--- src/sv/dtoi_pkg.sv ---
// Shared types, constants and character codes for the decimal text to integer unit.
// No dependencies; every other file of the block imports this package.
package dtoi_pkg;

   localparam int VALUE_WIDTH = 64;
   localparam int SUM_WIDTH = VALUE_WIDTH + 4;
   localparam int DATA_WIDTH = 64;
   localparam int CHAR_WIDTH = 8;
   localparam int CSR_INDEX_WIDTH = 8;

   localparam logic [DATA_WIDTH-1:0] VALUE_MASK = {DATA_WIDTH{1'b1}} >> (DATA_WIDTH - VALUE_WIDTH);
   localparam logic [DATA_WIDTH-1:0] LIMIT_DEFAULT = 64'd2147483647;
   localparam logic [DATA_WIDTH-1:0] LIMIT_RESET_WIDE =
      (LIMIT_DEFAULT > VALUE_MASK) ? VALUE_MASK : LIMIT_DEFAULT;
   localparam logic [VALUE_WIDTH-1:0] LIMIT_POS_RESET = LIMIT_RESET_WIDE[VALUE_WIDTH-1:0];
   localparam logic [VALUE_WIDTH-1:0] LIMIT_NEG_RESET =
      (LIMIT_POS_RESET == VALUE_MASK[VALUE_WIDTH-1:0]) ? LIMIT_POS_RESET
                                                       : LIMIT_POS_RESET + 1'b1;

   localparam logic [CHAR_WIDTH-1:0] CHAR_END = 8'h00;
   localparam logic [CHAR_WIDTH-1:0] CHAR_ZERO = 8'h30;
   localparam logic [CHAR_WIDTH-1:0] CHAR_NINE = 8'h39;
   localparam logic [CHAR_WIDTH-1:0] CHAR_MINUS = 8'h2D;

   localparam logic [CSR_INDEX_WIDTH-1:0] CSR_VALUE_LIMIT = 8'd0;
   localparam logic [CSR_INDEX_WIDTH-1:0] CSR_SIGNED_MODE = 8'd1;

   typedef enum logic [1:0] {
      STATUS_OK,
      STATUS_DIGIT,
      STATUS_OVERFLOW
   } status_type;

   typedef enum logic [1:0] {
      KIND_DIGIT,
      KIND_SIGN,
      KIND_OTHER,
      KIND_END
   } kind_type;

   typedef struct packed {
      kind_type kind;
      logic [3:0] digit;
   } item_type;

   typedef struct packed {
      logic valid;
      item_type item;
   } head_type;

endpackage

--- src/sv/dtoi_if.sv ---
// Valid/ready channel interfaces for the character input and the result output.
// Depends on dtoi_pkg for the field widths.
interface dtoi_req_if;
   import dtoi_pkg::*;
   logic valid;
   logic ready;
   logic [CHAR_WIDTH-1:0] char_code;
   modport source (output valid, output char_code, input ready);
   modport sink (input valid, input char_code, output ready);
endinterface

interface dtoi_rsp_if;
   import dtoi_pkg::*;
   logic valid;
   logic ready;
   logic [DATA_WIDTH-1:0] value_bits;
   logic [1:0] status;
   modport source (output valid, output value_bits, output status, input ready);
   modport sink (input valid, input value_bits, input status, output ready);
endinterface

--- src/sv/dtoi_front.sv ---
// Front end: accepts characters and classifies them into digit, sign, other or end.
// Depends on dtoi_pkg and dtoi_req_if.
module dtoi_front
   import dtoi_pkg::*;
(
   input  logic clock,
   input  logic reset,
   dtoi_req_if.sink req_ch,
   input  logic signed_mode,
   input  logic queue_full,
   output logic push,
   output item_type item
);

   logic at_start_ff;
   logic at_start_in;
   logic [CHAR_WIDTH-1:0] code;

   assign code = req_ch.char_code;
   assign req_ch.ready = !queue_full;
   assign push = req_ch.valid && !queue_full;

   always_comb begin
      item.digit = 4'(code - CHAR_ZERO);
      if (code == CHAR_END) begin
         item.kind = KIND_END;
      end else if (at_start_ff && signed_mode && code == CHAR_MINUS) begin
         item.kind = KIND_SIGN;
      end else if (code inside {[CHAR_ZERO:CHAR_NINE]}) begin
         item.kind = KIND_DIGIT;
      end else begin
         item.kind = KIND_OTHER;
      end
      at_start_in = push ? (item.kind == KIND_END) : at_start_ff;
   end

   always_ff @(posedge clock) begin
      if (reset) begin
         at_start_ff <= 1'b1;
      end else begin
         at_start_ff <= at_start_in;
      end
   end

endmodule

--- src/sv/dtoi_queue.sv ---
// Two-entry queue of classified items between the front end and the back end.
// Depends on dtoi_pkg.
module dtoi_queue
   import dtoi_pkg::*;
(
   input  logic clock,
   input  logic reset,
   input  logic push,
   input  item_type push_item,
   input  logic pop,
   output head_type head,
   output logic full
);

   item_type entry_ff [2];
   logic wr_ptr_ff;
   logic rd_ptr_ff;
   logic [1:0] count_ff;
   logic [1:0] count_in;

   assign head.valid = (count_ff != 2'd0);
   assign head.item = entry_ff[rd_ptr_ff];
   assign full = (count_ff == 2'd2);

   always_comb begin
      count_in = count_ff;
      if (push && !pop) begin
         count_in = count_ff + 2'd1;
      end else if (pop && !push) begin
         count_in = count_ff - 2'd1;
      end
   end

   always_ff @(posedge clock) begin
      if (push) begin
         entry_ff[wr_ptr_ff] <= push_item;
      end
   end

   always_ff @(posedge clock) begin
      if (reset) begin
         wr_ptr_ff <= 1'b0;
         rd_ptr_ff <= 1'b0;
         count_ff <= 2'd0;
      end else begin
         if (push) begin
            wr_ptr_ff <= !wr_ptr_ff;
         end
         if (pop) begin
            rd_ptr_ff <= !rd_ptr_ff;
         end
         count_ff <= count_in;
      end
   end

endmodule

--- src/sv/dtoi_back.sv ---
// Back end: runs the accumulate and limit check per item and holds the result register.
// Depends on dtoi_pkg and dtoi_rsp_if.
module dtoi_back
   import dtoi_pkg::*;
(
   input  logic clock,
   input  logic reset,
   input  head_type head,
   input  logic [VALUE_WIDTH-1:0] limit_pos,
   input  logic [VALUE_WIDTH-1:0] limit_neg,
   output logic pop,
   dtoi_rsp_if.source rsp_ch
);

   logic [VALUE_WIDTH-1:0] acc_ff, acc_in;
   logic neg_ff, neg_in;
   logic seen_ff, seen_in;
   status_type err_ff, err_in;
   logic rsp_valid_ff, rsp_valid_in;
   logic [DATA_WIDTH-1:0] value_ff, value_in;
   status_type status_ff, status_in;

   logic out_free;
   logic [SUM_WIDTH-1:0] acc_wide;
   logic [SUM_WIDTH-1:0] sum;
   logic [VALUE_WIDTH-1:0] limit;
   status_type final_status;

   assign out_free = !rsp_valid_ff || rsp_ch.ready;
   assign pop = head.valid && (head.item.kind != KIND_END || out_free);
   assign acc_wide = SUM_WIDTH'(acc_ff);
   assign sum = (acc_wide << 3) + (acc_wide << 1) + SUM_WIDTH'(head.item.digit);
   assign limit = neg_ff ? limit_neg : limit_pos;

   assign rsp_ch.valid = rsp_valid_ff;
   assign rsp_ch.value_bits = value_ff;
   assign rsp_ch.status = status_ff;

   always_comb begin
      acc_in = acc_ff;
      neg_in = neg_ff;
      seen_in = seen_ff;
      err_in = err_ff;
      rsp_valid_in = rsp_valid_ff && !rsp_ch.ready;
      value_in = value_ff;
      status_in = status_ff;
      final_status = (err_ff == STATUS_OK && !seen_ff) ? STATUS_DIGIT : err_ff;
      if (pop) begin
         case (head.item.kind)
            KIND_END: begin
               rsp_valid_in = 1'b1;
               status_in = final_status;
               if (final_status == STATUS_OK) begin
                  value_in = DATA_WIDTH'(neg_ff ? (VALUE_WIDTH'(0) - acc_ff) : acc_ff);
               end else begin
                  value_in = '0;
               end
               acc_in = '0;
               neg_in = 1'b0;
               seen_in = 1'b0;
               err_in = STATUS_OK;
            end
            KIND_SIGN: begin
               if (err_ff == STATUS_OK) begin
                  neg_in = 1'b1;
               end
            end
            KIND_DIGIT: begin
               if (err_ff == STATUS_OK) begin
                  if (sum > SUM_WIDTH'(limit)) begin
                     err_in = STATUS_OVERFLOW;
                  end else begin
                     acc_in = sum[VALUE_WIDTH-1:0];
                     seen_in = 1'b1;
                  end
               end
            end
            default: begin
               if (err_ff == STATUS_OK) begin
                  err_in = STATUS_DIGIT;
               end
            end
         endcase
      end
   end

   always_ff @(posedge clock) begin
      value_ff <= value_in;
      status_ff <= status_in;
      if (reset) begin
         acc_ff <= '0;
         neg_ff <= 1'b0;
         seen_ff <= 1'b0;
         err_ff <= STATUS_OK;
         rsp_valid_ff <= 1'b0;
      end else begin
         acc_ff <= acc_in;
         neg_ff <= neg_in;
         seen_ff <= seen_in;
         err_ff <= err_in;
         rsp_valid_ff <= rsp_valid_in;
      end
   end

endmodule

--- src/sv/decimal_text_to_integer_unit.sv ---
// Top level of the decimal text to integer unit: configuration registers and wiring.
// Depends on dtoi_pkg, dtoi_if, dtoi_front, dtoi_queue and dtoi_back.
//
// The unit takes one character per cycle while the queue is not full and gives one
// result per zero terminator, held in a queue entry and then in the result register.
// The sustained rate is one item per cycle unless a terminator waits on a stalled
// result; it is set by the back end, which does one multiply-by-ten add and one limit
// compare per item, and by the output register that holds a result as input flows.
module decimal_text_to_integer_unit
   import dtoi_pkg::*;
(
   input  logic clock,
   input  logic reset,
   dtoi_req_if.sink req_ch,
   dtoi_rsp_if.source rsp_ch,
   input  logic csr_write_enable,
   input  logic [CSR_INDEX_WIDTH-1:0] csr_index,
   input  logic [DATA_WIDTH-1:0] csr_write_data
);

   logic [VALUE_WIDTH-1:0] limit_pos_ff, limit_pos_in;
   logic [VALUE_WIDTH-1:0] limit_neg_ff, limit_neg_in;
   logic signed_mode_ff, signed_mode_in;
   logic [VALUE_WIDTH-1:0] clipped;

   logic push;
   logic pop;
   logic queue_full;
   item_type push_item;
   head_type head;

   always_comb begin
      clipped = (csr_write_data > VALUE_MASK) ? VALUE_MASK[VALUE_WIDTH-1:0]
                                              : csr_write_data[VALUE_WIDTH-1:0];
      limit_pos_in = limit_pos_ff;
      limit_neg_in = limit_neg_ff;
      signed_mode_in = signed_mode_ff;
      if (csr_write_enable) begin
         case (csr_index)
            CSR_VALUE_LIMIT: begin
               limit_pos_in = clipped;
               limit_neg_in = (clipped == VALUE_MASK[VALUE_WIDTH-1:0]) ? clipped
                                                                      : clipped + 1'b1;
            end
            CSR_SIGNED_MODE: begin
               signed_mode_in = csr_write_data[0];
            end
            default: begin
            end
         endcase
      end
   end

   always_ff @(posedge clock) begin
      if (reset) begin
         limit_pos_ff <= LIMIT_POS_RESET;
         limit_neg_ff <= LIMIT_NEG_RESET;
         signed_mode_ff <= 1'b1;
      end else begin
         limit_pos_ff <= limit_pos_in;
         limit_neg_ff <= limit_neg_in;
         signed_mode_ff <= signed_mode_in;
      end
   end

   dtoi_front u_front (
      .clock(clock),
      .reset(reset),
      .req_ch(req_ch),
      .signed_mode(signed_mode_ff),
      .queue_full(queue_full),
      .push(push),
      .item(push_item)
   );

   dtoi_queue u_queue (
      .clock(clock),
      .reset(reset),
      .push(push),
      .push_item(push_item),
      .pop(pop),
      .head(head),
      .full(queue_full)
   );

   dtoi_back u_back (
      .clock(clock),
      .reset(reset),
      .head(head),
      .limit_pos(limit_pos_ff),
      .limit_neg(limit_neg_ff),
      .pop(pop),
      .rsp_ch(rsp_ch)
   );

endmodule

--- src/flat_wrapper.sv ---
// flat-port wrapper written by rule: the top's interface ports become plain ports
module decimal_text_to_integer_unit_flat import dtoi_pkg::*;
  (clock, reset, csr_write_enable, csr_index, csr_write_data, req_ch_valid, req_ch_char_code, req_ch_ready, rsp_ch_valid, rsp_ch_value_bits, rsp_ch_status, rsp_ch_ready);
  dtoi_req_if req_ch_i ();
  dtoi_rsp_if rsp_ch_i ();
  input  logic clock;
  input  logic reset;
  input  logic csr_write_enable;
  input  logic [CSR_INDEX_WIDTH-1:0] csr_index;
  input  logic [DATA_WIDTH-1:0] csr_write_data;
  input wire logic [$bits(req_ch_i.valid)-1:0] req_ch_valid;
  input wire logic [$bits(req_ch_i.char_code)-1:0] req_ch_char_code;
  output wire logic [$bits(req_ch_i.ready)-1:0] req_ch_ready;
  output wire logic [$bits(rsp_ch_i.valid)-1:0] rsp_ch_valid;
  output wire logic [$bits(rsp_ch_i.value_bits)-1:0] rsp_ch_value_bits;
  output wire logic [$bits(rsp_ch_i.status)-1:0] rsp_ch_status;
  input wire logic [$bits(rsp_ch_i.ready)-1:0] rsp_ch_ready;
  assign req_ch_i.valid = req_ch_valid;
  assign req_ch_i.char_code = req_ch_char_code;
  assign req_ch_ready = req_ch_i.ready;
  assign rsp_ch_valid = rsp_ch_i.valid;
  assign rsp_ch_value_bits = rsp_ch_i.value_bits;
  assign rsp_ch_status = rsp_ch_i.status;
  assign rsp_ch_i.ready = rsp_ch_ready;
  decimal_text_to_integer_unit u_core (.clock(clock), .reset(reset), .req_ch(req_ch_i), .rsp_ch(rsp_ch_i), .csr_write_enable(csr_write_enable), .csr_index(csr_index), .csr_write_data(csr_write_data));
endmodule
--- config.mk ---
export PLATFORM = sky130hd
export DESIGN_NAME = decimal_text_to_integer_unit_flat
export DESIGN_NICKNAME = d
export VERILOG_FILES = /design/src/sv/dtoi_pkg.sv /design/src/sv/dtoi_if.sv /design/src/sv/dtoi_front.sv /design/src/sv/dtoi_queue.sv /design/src/sv/dtoi_back.sv /design/src/sv/decimal_text_to_integer_unit.sv /design/src/flat_wrapper.sv
export SDC_FILE = /design/constraint.sdc
export NUM_CORES = 1
export LEC_CHECK = 0
export ABC_CLOCK_PERIOD_IN_PS = 16500
export BUFFER_PORTS_ARGS = -buffer_cell sky130_fd_sc_hd__buf_2
export CORE_ASPECT_RATIO = 0.6
export CORE_MARGIN = 2
export CORE_UTILIZATION = 65
export CTS_BUF_LIST = sky130_fd_sc_hd__clkbuf_16
export DETAILED_ROUTE_END_ITERATION = 16
export GPL_ROUTABILITY_DRIVEN = 0
export PLACE_DENSITY = 0.86
export SYNTH_ARGS = -nofsm -noshare
export SYNTH_HDL_FRONTEND = slang
export SYNTH_HIERARCHICAL = 1
export SYNTH_SLANG_ARGS = --single-unit
--- constraint.sdc ---
create_clock -name clock -period 16.5 [get_ports clock]
set_clock_uncertainty 0.2 [all_clocks]
set_input_delay 0.825 -clock clock [delete_from_list [all_inputs] [get_ports clock]]
set_output_delay 0.825 -clock clock [all_outputs]
set_load 0.05 [all_outputs]
Yosys cells after proc, flatten, opt, wreduce, memory -nomap -nowiden
Memory sizes are Yosys's and may differ from the RTL's. A register that Yosys moved wholly into a read port is not among the register bits. Cells that the tools add are included.

Register bits: 269. RAM bits: 12. Input bits: 85. Output and inout port bits: 68. Logic and storage cells: 102. Memories kept: 1.

$add $sub $neg: 7. Magnitude comparators: 4. Eq/ne operators: 12. Muxes and demuxes: 28. Bitwise gates (word level): 1. Reduce and logical (&&, ||, !) cells: 35.

Memories: u_core.u_queue.entry_ff (depth 2, bits a word 6, rd ports 1, clocked after Yosys merged registers in 1, wr ports 1, line dtoi_queue.sv:15) `item_type entry_ff [2];`.

Operators by type and width (count): 64-bit 2-to-1 mux (6); 64-bit case mux with 2 select lines (1); 67-bit by 65-bit adder with 68-bit output (1); 68-bit by 4-bit adder with 68-bit output (1); 68-bit by 64-bit greater-than comparator with 1-bit output (1); 64-bit by 1-bit adder with 64-bit output (second input constant) (1); 64-bit equality test (second input constant) (1); 64-bit greater-than comparator (second input constant) (1); 1-bit by 64-bit subtractor with 64-bit output (first input constant) (1); 2-bit 2-to-1 mux (9); 8-bit zero test (2); 2-bit inequality test (second input constant) (5); 2-bit nonzero test (5); 1-bit logical AND (9); 1-bit 2-to-1 mux (9); 8-bit by 1-bit equality test with 1-bit output (second input constant) (1); 8-bit by 6-bit equality test with 1-bit output (second input constant) (1); 8-bit by 6-bit >= comparator with 1-bit output (second input constant) (1); 8-bit by 6-bit less-or-equal comparator with 1-bit output (second input constant) (1); 1-bit zero test (8); 2-bit equality test (second input constant) (3); 2-bit zero test (3); 2-bit case mux with 3 select lines (1); 2-bit AND reduction (3); 10 further kinds (12).

Longest topological paths before layout
Depth after elaboration: 7. Gate-level depth with buffers: 30. Depth with buffers taken out: 27.

Cells and area by module
The synthesis kept the hierarchy.

Modules (own cells, without submodules): dtoi_back (times used 1, cells an instance 1427, area each 12742.2 um^2, seq. area each 3363.2 um^2); decimal_text_to_integer_unit (times used 1, cells an instance 810, area each 6409.9 um^2, seq. area each 2582.5 um^2); dtoi_queue (times used 1, cells an instance 41, area each 641.9 um^2, seq. area each 460.4 um^2); dtoi_front (times used 1, cells an instance 21, area each 136.4 um^2, seq. area each 20.0 um^2).

Worst setup path before layout
No wires, ideal clock.

Path type: flip-flop to flip-flop. Start point: register (tool-made name). End point: register u_core.u_back.acc_ff[12]. Library setup time: 0.117 ns. Data arrival time: 6.381 ns. Data required time: 16.183 ns. Setup slack: 9.802 ns. Cell stages (with the launch flop): 29. Path buffers: 2. Period minus slack after synthesis: 6.698 ns. Path through: dfxtp_1 > clkbuf_1 > mux2_2 > fa_1 > inv_1 > fa_1 > nand2b_1 > a21oi_1 > o2111ai_1 > a211oi_1 > nor2_1 > o31ai_1 > inv_1 > o21ai_0 > a21oi_1 > xnor2_1 > ha_1 > nand4_1 > nor4_1 > and3_1 > nand2_1 > o21ai_0 > a21o_1 > o311ai_0 > nand4b_1 > o41ai_4 > a21oi_4 > buf_6 > a22o_1.

RTL lines: end signal: assignment (line dtoi_back.sv:97) `acc_ff <= acc_in;`; end: declaration (line dtoi_back.sv:15) `logic [VALUE_WIDTH-1:0] acc_ff, acc_in;`.

==> results.txt <==
----------------------------------------------------
[STA]
  Setup TNS after final layout ... 0 ns
  Time the worst path needs with I/O delays and setup ... 9.26 ns
  Unrepaired setup endpoints after global routing ... no
  Rel. slew slack ... 24.4%
  Least-Margin Pin Slew ... 1.13 ns
  Total count of max-transition violations in the final report ... 0
  Number of failing hold endpoints at the final stage ... 0
  Share of the clock period used by the worst path ... 56.1%
  Setup-violating endpoint count in the final report ... 0
  Max Clk Rate ... 0.108 GHz

[Critical path]
  Peak fanout along the critical path ... 52
  Class of the most critical setup path ... reg -> reg
  Max stage delay on crit path ... 0.90 ns
  Data required time of the worst path ... 16.76 ns
  Endpoint type of the worst setup path ... flip-flop
  Critical path's top delay family ... compound AO/OA/AOI/OAI gates
  Arrival time at the worst endpoint ... 9.52 ns
  Buffers & Inverters on Critical Path ... 3
  Slowest-stage cell, CP ... sky130_fd_sc_hd__o41ai_4
  Sort of element at the start of the critical path ... flip-flop

[Clock tree]
  Number of hold-repair buffers added at the cts stage ... 0
  Clock tree from TritonCTS ... built
  Bufs on Longest Clock Path ... 3
  Clock-pin slew reported for the worst setup and hold paths after clock tree synthesis ... 0.07 ns
  Clock Root Buffer ... sky130_fd_sc_hd__clkbuf_16
  Number of clock buffers inserted by TritonCTS ... 28
  # H-tree levels ... 1
  Later-pin clock latency in the skew report ... 0.57 ns
  Post-cts resize count ... 0
  Post-CTS setup buffers ... 0
  CTS sink count ... 282

[Logic synthesis]
  Post-synth EDFFs ... 78
  Top cells by area in the synthesized netlist ... sky130_fd_sc_hd__dfxtp_1 20%, sky130_fd_sc_hd__ha_1 12%, sky130_fd_sc_hd__edfxtp_1 12%
  Prevailing post-synth register cell ... sky130_fd_sc_hd__dfxtp_1
  Fraction of synthesized cell area taken by the top area cell type ... 20.5%
  Area of the mapped netlist ... 19,900 um2
  Top cells by count, synth ... 245 x sky130_fd_sc_hd__nand2_1, 208 x sky130_fd_sc_hd__nor2_1, 204 x sky130_fd_sc_hd__dfxtp_1
  Post-synthesis register bit count ... 282
  Library cell with the largest summed area after synthesis ... sky130_fd_sc_hd__dfxtp_1
  Synthesized net count ... 2,583
  Share of synthesized registers carrying an async set or reset ... 0%
  Fraction of the yosys area taken by sequential cells ... 32.2%
  Mapped Cells ... 2,299
  Synth cell types ... 97
  Leading cell type by number of instances after synthesis ... sky130_fd_sc_hd__nand2_1
  Avg Synthesized Cell Area ... 8.67 um2
  Synth Warn # ... 6

[Route]
  Total detailed-routing wirelength ... 58.1 mm
  Number of iterations in the first detailed-routing pass ... 6
  WL per Instance ... 20.8 um
  DRC Markers ... 0
  Count of routing violations after the opening detailed-route iteration ... 2,750
  Routed vias ... 18,900
  Remaining number of nets flagged by the antenna check after routing ... 0
  Number of vias per cell ... 6.79

[Die]
  Core area ... 30,000 um2
  Full die area ... 32,100 um2
  Initial core utilization ... 66.3%
  Y dimension of the die ... 140 um
  Die X-Extent ... 230 um
  Count of pins on the block boundary ... 153
  Placement Rows ... 49

[Status]
  Result of the run ... finished clean

[Global route]
  Number of global-route vias before repair ... 17,600
  Remaining Overflow, GRT ... 0
  Number of antenna violations at the first check in global routing ... 2
  GRT Overall Usage ... 34.9%
  First-pass GRT wire length ... 91.8 mm
  Pin count of the biggest net entering global routing ... 116

[Final layout]
  ANT cells ... 0
  Post-route design area ... 21,500 um2
  Layout Cells excl Fill ... 2,788
  Area added between synthesis and finish ... 8.08%
  Fraction of layout cells with a size suffix above 1 ... 10.3%
  Fillers ... 2,311
  Final net count ... 2,643

[Power and ir drop]
  Maximum resistive drop on vdd ... 0.106 mV
  Leakage power ... 8.99 nW
  Power per Cell Area ... 82.9 nW/um2
  Total power draw ... 1.79 mW

[Worst hold path]
  Hold Crit Class ... reg -> reg

[Place]
  Number of cells after detailed placement ... 2,737
  Count of buffers from port buffering ... 152
  Half-perimeter wire length after detailed placement ... 42.5 mm
  Post-detailed-placement cell area ... 20,700 um2

[Run]
  Max-cap violation count ... 0

----------------------------------------------------
[state kept, by name, indices dropped and copies added, names as in the netlist, named ones only]
signal,flops
u_core/u_front/at_start_ff,1
u_core/u_back/seen_ff,1
u_core/u_back/rsp_ch.valid,1
u_core/u_back/rsp_ch.value_bits,64
u_core/signed_mode_ff,1
u_core/u_back/acc_ff,64
u_core/u_queue/rd_ptr_ff,1
u_core/u_queue/entry_ff,12
u_core/u_back/rsp_ch.status,2
u_core/u_back/neg_ff,1
u_core/limit_neg_ff,64
u_core/u_back/err_ff,2
u_core/u_queue/wr_ptr_ff,1
u_core/limit_pos_ff,64
u_core/u_queue/count_ff,2
[per-stage QoR]
stage | hold WS, ns | util (%) | setup WS (ns)
floorplan | 0.235 | - | 9.80
global placement | 0.241 | 68.9 | 8.25
detailed placement | 0.246 | 68.9 | 7.77
CTS | 0.255 | 71.7 | 7.75
global route | 0.273 | 71.7 | 7.05
finish | 0.255 | 71.7 | 7.24
[layer usage]
layer  track usage (%)  wire length, um  vias up  share of wire (%)
li1                  -                -     8651                  -
met1              48.9            24300     8869                 42
met2              53.1            24900     1173                 43
met3              7.48             6400      226                 11
met4              12.7             2460        2                4.2
met5                 0               13        -              0.022
[cells by family after synthesis]
kind of cell,synth area share (%)
simple gates,21.0
compound gates,19.1
flops,32.2
fa+ha+maj,12.6
buf+inv,3.80
xor+xnor,7.43
mux,3.91
[cells in the final DEF (no fill, tap or decap), drive strengths merged, types with 17 or more instances in the layout]
master | netlist | final
nand2 | 246 | 246
nor2 | 210 | 210
dfxtp | 204 | 204
ha | 197 | 197
a21oi | 173 | 173
buf | 48 | 163
o21ai | 97 | 97
xnor2 | 86 | 86
xor2 | 83 | 83
edfxtp | 78 | 78
nand4 | 75 | 75
mux2i | 70 | 70
a211oi | 62 | 62
nand3 | 54 | 54
a22o | 52 | 52
inv | 42 | 50
a21o | 43 | 43
nor3 | 35 | 35
nand3b | 33 | 33
and3 | 33 | 33
clkbuf | 85 | 29
nor4 | 29 | 29
or4 | 22 | 22
or3 | 20 | 20
o31ai | 20 | 20
a311oi | 17 | 17
[final timing paths]
path / startpoint / depth (start not counted) / slack [ns] / end
max reg2reg: flip-flop / 27 / 7.24 / u_core/u_back/acc_ff[2]
max: flip-flop / 27 / 7.24 / u_core/u_back/acc_ff[2]
min reg2reg: u_core/limit_pos_ff[42] / 2 / 0.26 / u_core/limit_pos_ff[42]
min: u_core/limit_pos_ff[42] / 2 / 0.26 / u_core/limit_pos_ff[42]
[worst reg2reg max path: cells and delay by family, from the launching register on]
family | cells | cell delay, ns
muxes | 1 | 0.39
and+or+nand+nor | 7 | 1.71
AOI/OAI and AO/OA | 12 | 4.29
xor gates and xnor gates | 1 | 0.20
buffers and inverters | 3 | 0.51
DFF | 1 | 0.49
adders and majority gates | 3 | 1.35
[area by class of cell]
cell class              instances  area, um2  share of cell area, %
clock buffers                  29        726                   3.37
clock inverters                22        114                  0.529
inverters                      42        158                  0.732
multi-input cells            1842      12800                   59.2
flip-flops and latches        282       6430                   29.9
well taps                     408        510                   2.37
repair buffers                163        846                   3.93
[where the power goes]
group          switching [mW]  total (mW)  internal [mW]  leakage, nW
Sequential             0.0222       0.791          0.769         2.38
Clock                   0.285       0.615          0.330        0.435
Combinational           0.293       0.379         0.0864         6.18
Total                   0.600        1.79           1.19         8.99
Power figures use the tool's default switching activity.
